**config.mk**
```make
export PLATFORM = sky130hd
export DESIGN_NAME = shrs_ctrl
export DESIGN_NICKNAME = d
export VERILOG_FILES = /design/src/rtl/core/shrs_pkg.sv /design/src/rtl/core/shrs_ctrl.sv
export SDC_FILE = /design/constraint.sdc
export NUM_CORES = 1
export LEC_CHECK = 0
export ABC_CLOCK_PERIOD_IN_PS = 1300
export BUFFER_PORTS_ARGS = -buffer_cell sky130_fd_sc_hd__buf_2
export CAP_MARGIN = 40
export CELL_PAD_IN_SITES_DETAIL_PLACEMENT = 0
export CELL_PAD_IN_SITES_GLOBAL_PLACEMENT = 1
export CORE_ASPECT_RATIO = 0.8
export CORE_MARGIN = 5
export CORE_UTILIZATION = 30
export DETAILED_ROUTE_END_ITERATION = 7
export PLACE_DENSITY_LB_ADDON = 0.1
export SLEW_MARGIN = 20
export SYNTH_ARGS = -nofsm -noshare
export SYNTH_HDL_FRONTEND = slang
export SYNTH_SLANG_ARGS = --single-unit
```
**constraint.sdc**
```tcl
create_clock -name clk_i -period 1.3 [get_ports clk_i]
set_input_delay 0 -clock clk_i [delete_from_list [all_inputs] [get_ports clk_i]]
set_output_delay 0 -clock clk_i [all_outputs]
set_load 0.02 [all_outputs]
```
**src/rtl/core/shrs_pkg.sv**
```systemverilog
package shrs_pkg;

  // Default sizes
  localparam int unsigned DEPTH_DEF      = 64;
  localparam int unsigned VALUE_BITS_DEF = 32;

  // Fixed field widths
  localparam int unsigned KEY_W = 64;
  localparam int unsigned CNT_W = 7;

  typedef enum logic [2:0] {
    OP_ADD     = 3'd0,
    OP_LATEST  = 3'd1,
    OP_HISTORY = 3'd2,
    OP_COUNT   = 3'd3,
    OP_RIDX    = 3'd4,
    OP_TOP     = 3'd5
  } op_e;

  typedef enum logic [1:0] {
    ST_RECORD = 2'd0,
    ST_NONE   = 2'd1,
    ST_RANGE  = 2'd2,
    ST_DONE   = 2'd3
  } status_e;

  // Kind of pass over the stored records
  typedef enum logic [1:0] {
    P_CNT  = 2'd0,
    P_EMIT = 2'd1,
    P_SEL  = 2'd2
  } pass_e;

  typedef struct packed {
    logic [2:0]         op;
    logic [KEY_W-1:0]   sensor_key;
    logic [3:0]         reading_type;
    logic signed [31:0] reading_value;
    logic [31:0]        reading_payload;
    logic [5:0]         logical_index;
    logic [CNT_W-1:0]   result_limit;
  } cmd_t;

  typedef struct packed {
    logic [KEY_W-1:0]   rec_key;
    logic [3:0]         rec_type;
    logic signed [31:0] rec_value;
    logic [31:0]        rec_payload;
    logic [1:0]         status;
    logic [CNT_W-1:0]   match_count;
    logic [CNT_W-1:0]   stored_count;
    logic [31:0]        total_added;
    logic               last;
  } result_t;

  // Controller to datapath
  typedef struct packed {
    logic    load;
    logic    add;
    logic    pass_start;
    pass_e   pass;
    logic    issue;
    logic    ridx_issue;
    logic    out_simple;
    status_e out_status;
    logic    out_use_n;
    logic    out_rd;
    logic    out_best;
  } dp_cmd_t;

  // Datapath to controller
  typedef struct packed {
    logic fill_zero;
    logic scan_last;
    logic idx_ok;
    logic nret_zero;
    logic sel_final;
  } dp_stat_t;

endpackage

```
**src/rtl/core/shrs_ctrl.sv**
```systemverilog
module shrs_ctrl
  import shrs_pkg::*;
(
  input  logic     clk_i,
  input  logic     rst_ni,
  input  logic     start,
  input  logic [2:0] op_i,
  input  dp_stat_t stat_i,
  output dp_cmd_t  cmd_o,
  output logic     busy
);

  typedef enum logic [3:0] {
    S_IDLE, S_CNT_SCAN, S_CNT_DRAIN, S_CNT_POST, S_EMIT_SCAN, S_EMIT_DRAIN,
    S_SEL_SCAN, S_SEL_DRAIN, S_SEL_POST, S_RIDX_WAIT
  } state_e;

  state_e     state_q, state_d;
  logic [2:0] op_q;

  assign busy = (state_q != S_IDLE);

  // Next state and commands
  always_comb begin
    state_d = state_q;
    cmd_o   = '0;
    cmd_o.pass       = P_CNT;
    cmd_o.out_status = ST_NONE;
    unique case (state_q)
      S_IDLE: begin
        if (start) begin
          cmd_o.load = 1'b1;
          unique case (op_i)
            OP_ADD: begin
              cmd_o.add        = 1'b1;
              cmd_o.out_simple = 1'b1;
              cmd_o.out_status = ST_DONE;
            end
            OP_LATEST, OP_HISTORY, OP_COUNT, OP_TOP: begin
              if (stat_i.fill_zero) begin
                cmd_o.out_simple = 1'b1;
                cmd_o.out_status = (op_i == OP_COUNT) ? ST_DONE : ST_NONE;
              end else begin
                cmd_o.pass_start = 1'b1;
                cmd_o.pass       = P_CNT;
                state_d          = S_CNT_SCAN;
              end
            end
            OP_RIDX: begin
              if (stat_i.idx_ok) begin
                cmd_o.ridx_issue = 1'b1;
                state_d          = S_RIDX_WAIT;
              end else begin
                cmd_o.out_simple = 1'b1;
                cmd_o.out_status = ST_RANGE;
              end
            end
            default: begin
              cmd_o.out_simple = 1'b1;
              cmd_o.out_status = ST_NONE;
            end
          endcase
        end
      end
      S_CNT_SCAN: begin
        cmd_o.issue = 1'b1;
        if (stat_i.scan_last) state_d = S_CNT_DRAIN;
      end
      S_CNT_DRAIN: state_d = S_CNT_POST;
      S_CNT_POST: begin
        priority if (op_q == OP_COUNT) begin
          cmd_o.out_simple = 1'b1;
          cmd_o.out_status = ST_DONE;
          cmd_o.out_use_n  = 1'b1;
          state_d          = S_IDLE;
        end else if (stat_i.nret_zero) begin
          cmd_o.out_simple = 1'b1;
          cmd_o.out_status = ST_NONE;
          state_d          = S_IDLE;
        end else if (op_q == OP_TOP) begin
          cmd_o.pass_start = 1'b1;
          cmd_o.pass       = P_SEL;
          state_d          = S_SEL_SCAN;
        end else begin
          cmd_o.pass_start = 1'b1;
          cmd_o.pass       = P_EMIT;
          state_d          = S_EMIT_SCAN;
        end
      end
      S_EMIT_SCAN: begin
        cmd_o.issue = 1'b1;
        if (stat_i.scan_last) state_d = S_EMIT_DRAIN;
      end
      S_EMIT_DRAIN: state_d = S_IDLE;
      S_SEL_SCAN: begin
        cmd_o.issue = 1'b1;
        if (stat_i.scan_last) state_d = S_SEL_DRAIN;
      end
      S_SEL_DRAIN: state_d = S_SEL_POST;
      S_SEL_POST: begin
        cmd_o.out_best = 1'b1;
        if (stat_i.sel_final) begin
          state_d = S_IDLE;
        end else begin
          cmd_o.pass_start = 1'b1;
          cmd_o.pass       = P_SEL;
          state_d          = S_SEL_SCAN;
        end
      end
      S_RIDX_WAIT: begin
        cmd_o.out_rd = 1'b1;
        state_d      = S_IDLE;
      end
      default: state_d = S_IDLE;
    endcase
  end

  // State and captured op
  always_ff @(posedge clk_i or negedge rst_ni) begin
    if (!rst_ni) begin
      state_q <= S_IDLE;
      op_q    <= OP_ADD;
    end else begin
      state_q <= state_d;
      if (cmd_o.load) op_q <= op_i;
    end
  end

endmodule

```
==> Word level (Yosys, flattened, before mapping) <==
Cells that the tools add are included.
{ "classes": {"n_addsub": 0, "multipliers": 0, "div_mod_pow": 0, "n_lt_le_gt_ge": 0, "eq_ne": 22, "shift": 0, "muxes": 38, "bitwise": 0, "n_reduce_logical": 6} }
{ "op_table": {"columns": ["cell", "count"], "rows": [
  ["two-way mux 4 bit", 9],
  ["case mux 4 bit (8 select lines)", 1],
  ["two-way mux 3 bit", 10],
  ["case mux 3 bit (3 select lines)", 2],
  ["== test 4 x 3 -> 1 bit (second input constant)", 3],
  ["== test 3 x 2 -> 1 bit (second input constant)", 3],
  ["== test 3 bit (second input constant)", 3],
  ["two-way mux 1 bit", 9],
  ["== test 4 x 2 -> 1 bit (second input constant)", 2],
  ["== test 4 bit (second input constant)", 2],
  ["two-way mux 2 bit", 4],
  ["inequality test 2 bit (second input constant)", 4],
  ["case mux 4 bit (2 select lines)", 1],
  ["AND reduction 7 bit", 1],
  ["inequality test 3 bit (second input constant)", 2],
  ["case mux 3 bit (2 select lines)", 1],
  ["two-way mux 5 bit", 1],
  ["== test 4 x 1 -> 1 bit (second input constant)", 1],
  ["logical NOT 4 bit", 1],
  ["nonzero test 4 bit", 1],
  ["OR reduction 4 bit", 1],
  ["== test 3 x 1 -> 1 bit (second input constant)", 1],
  ["logical NOT 3 bit", 1],
  ["inequality test 3 x 1 -> 1 bit (second input constant)", 1],
  ["OR reduction 3 bit", 1]
]} }
{ "totals": {"ff_bits": 7, "latch_bits": 0, "ramBits": 0, "romBits": 0, "out_inout_bits": 14, "wordCells": 68, "memories": 0} }

==> Depth between registers and ports, before layout <==
{ "depth": {"word_depth": 6, "ltp_mapped": 5, "depth_no_buf": 4} }

==> Least setup slack after synthesis <==
Ideal clock, no wire load.
{ "synth_path": {"kind": "register -> output", "from": "register state_q[0]", "to": "output port cmd_o[11] in the netlist's numbering", "arrival_ps": 1659, "t_required_ps": 1300, "slack_ps": -359, "stages_incl_launch_ff": 5, "path_buffers": 1, "path_cell_list": "dfrtp_1 > buf_4 > nor4_4 > nand2_1 > nor4_1"} }
{ "synth_rtl": {"columns": ["element", "line_no", "text"], "rows": [
  ["start, declared", "shrs_ctrl.sv:18", "state_e state_q, state_d;"],
  ["start signal, assigned", "shrs_ctrl.sv:124", "state_q <= state_d;"],
  ["end, declared", "shrs_ctrl.sv:9", "output dp_cmd_t cmd_o,"]
]} }

==> key figures <==
Placement
  – Placer Congestion: 0.771
  – Post-DP Area: 843 µm²
  – Port bufs: 24
  – Inst Count DP: 123
  – DP HPWL: 1400 µm

Floorplan
  – Initial core utilization: 0.319
  – FP Rows: 14
  – Die W: 60.4 µm
  – Full die area: 3040 µm²
  – Height of the die: 50.3 µm
  – Core area: 1910 µm²
  – Io pins: 25

Power
  – Combinational power share: 0.738
  – Max VDD drop: 1.33 mV
  – Leak: 0.544 nW
  – Flop pwr share: 0.175
  – Psw: 0.882 mW
  – Power share of the clock group: 0.087
  – Internal Pwr Total: 1.35 mW
  – Design Power: 2.24 mW
  – Switching Share: 0.395
  – PwrDens: 1910 nW/µm²

Drt
  – Drt wl/cell: 14.1 µm
  – Vias per cell: 5.01
  – Initial DRT Pass Iterations: 4
  – # DRC: 0
  – 1st-iter DRT viols: 19
  – Routed Antenna Nets: 0
  – Via count: 697
  – Post-Route WL: 1960 µm

Timing
  – PnR worst setup slack: -0.344 ns
  – Unrepaired setup endpoints after global routing: true
  – Rel. slew slack: 0.753
  – Setup Skew: 0.00709 ns
  – Worst slew pin tran: 0.367 ns
  – FMAX: 608 MHz
  – Final Max Tran Viols: 0
  – Min Tclk post-route: 1.64 ns
  – Hold Slack: 0.0659 ns
  – Final Hold Fails: 0
  – Crit share post-route: 1.26
  – Final setup viols: 19

Layout
  – Nets: 127
  – Share of cells above drive strength 1: 0.643
  – N_diodes: 0
  – Final Cell Area: 1170 µm²
  – Area grow syn2layout: 92.4%
  – Non-Filler Instances: 139

CTS
  – CTS Buffer Depth: 2
  – H-tree depth: 1
  – CTS tree: done
  – Clk_lat worst skew: 0.25 ns
  – Root Buffer: clkbuf_4
  – CTS buffer count: 3
  – Clk slew on worst S/H paths: 0.05 ns
  – Num Clock Sinks: 7

Yosys
  – Synth Net Count: 78
  – Asr flop ratio synth: 1.00
  – Synthesized instance count: 67
  – Count leader, synth: dfrtp_1
  – Largest cells by area after synthesis: dfrtp_1 29%, mux2_2 5.5%, buf_6 3.7%, nor3b_1 3.7%, nor4_4 3.5%
  – Post-synth EDFFs: 0
  – Yosys warns: 0
  – Commonest cells post-synth: 7 x dfrtp_1, 5 x inv_1, 4 x nand2_1, 4 x o21ai_0
  – Cell area after synthesis: 609 µm²
  – #FFs+latches synth: 7
  – Largest area contributor in the netlist: dfrtp_1
  – Sequential fraction of the synthesis area: 0.287
  – Synth unique cells: 37
  – Top FF cell, synth: dfrtp_1
  – Synth top area share: 0.287
  – Mapped Avg Cell Area: 9.09 µm²

Setup path
  – Type of destination of the critical path: output port
  – Worst Path Arrival: 1.64 ns
  – Startpoint Class: register
  – Largest stage delay, worst path: 0.55 ns
  – Critical path cell sequence: or4b_4, o32ai_4, o21bai_4, buf_6
  – WP data required: 1.30 ns
  – Critical path type: register to output port
  – Crit Path Max Fanout: 3
  – Worst reg-to-reg setup slack: -0.27 ns
  – Critical path's slowest cell: or4b_4

Hold path
  – Worst hold path type: primary input to register

Global route
  – Pin count of the biggest net entering global routing: 9
  – Global-route usage over all layers: 0.138
  – First-pass GRT wire length: 3160 µm
  – Initial antenna violation count: 0
  – Total gr overflow: 0
  – Vias in the first global route: 706

Run
  – Max_cap viols: 0

Status
  – Failing checks: negative setup slack
  – Status: finished, violations left
## kinds of logic (layout without fill, tap and decap cells)
group / Yosys count / in the layout / share of synthesized area
compound gates: 15 / 15 / 0.162
buf+inv: 9 / 57 / 0.0924
simple gates: 31 / 31 / 0.374
xor+xnor: 2 / 2 / 0.0288
flops: 7 / 7 / 0.287
mux: 3 / 3 / 0.0554
## flip-flops by register name, indices dropped and copies added, names as in the netlist
signal / flops
state_q: 4
op_q: 3
## through the flow
step / utilization / TNS, ns / setup slack [ns]
after global placement: 0.442 / -1.40 / -0.270
after CTS: 0.574 / -4.40 / -0.344
final: 0.614 / -4.73 / -0.344
after detailed placement: 0.442 / -1.53 / -0.266
after global routing: 0.614 / -6.11 / -0.412
after floorplan: - / -0.700 / -0.131
## power groups by stage
stage	logic (mW)	registers, mW	clock network (mW)
3_3_place_gp	1.12	0.379	0
6_report	1.65	0.391	0.195
4_1_cts	1.49	0.389	0.202
3_5_place_dp	1.12	0.388	0
2_1_floorplan	0.752	0.372	0
5_1_grt	1.76	0.399	0.225
## worst max-delay path, delay by kind of cell (launching register included)
kind | cells | cell delay (ns)
simple gates | 1 | 0.55
flops | 1 | 0.40
compound gates | 2 | 0.31
buf+inv | 1 | 0.13
## layout by cell type, fill, tap and decap left out, types with 3 or more instances in the layout
cell type  instances
buf_2             11
nor3b_1            3
buf_4             15
dfrtp_1            6
clkbuf_4           3
mux2_2             3
buf_6             21
## final timing paths
check	from	endpoint	cells past startpoint
max	state_q[0]	cmd_o[10]	4
min	stat_i[2]	state_q[3]	3
max reg2reg	state_q[1]	op_q[0]	5
min reg2reg	op_q[0]	op_q[0]	1
max in group asynchronous	rst_ni	state_q[3]	2
min in group asynchronous	rst_ni	state_q[1]	2
## per-layer routing
metal	global-route usage	routed length, µm	up-vias
met5	0	0	-
met4	0.0443	14	0
met3	0.0462	100	2
met2	0.205	890	19
met1	0.188	949	329
li1	-	-	347
## timing repair
| action | 4_1_cts | 5_1_grt |
|---|---|---|
| hold buffers | 1 | 0 |
| setup buffers | 6 | 5 |
| endpoints found under the hold margin | 7 | 0 |
| pin swaps | 8 | 6 |
| resized for setup | 45 | 9 |
| gates cloned | 0 | 0 |
| endpoints found under the setup margin | 19 | 20 |
## final cells by class
class / count / area [µm²]
clock buffer: 4 / 26.3
fill: 181 / 737
inverter: 5 / 23.8
multi-input combinational: 51 / 502
sequential: 7 / 176
tap: 24 / 30.0
timing repair buffer: 48 / 414
Note: power is estimated with default switching activity, not from simulation.
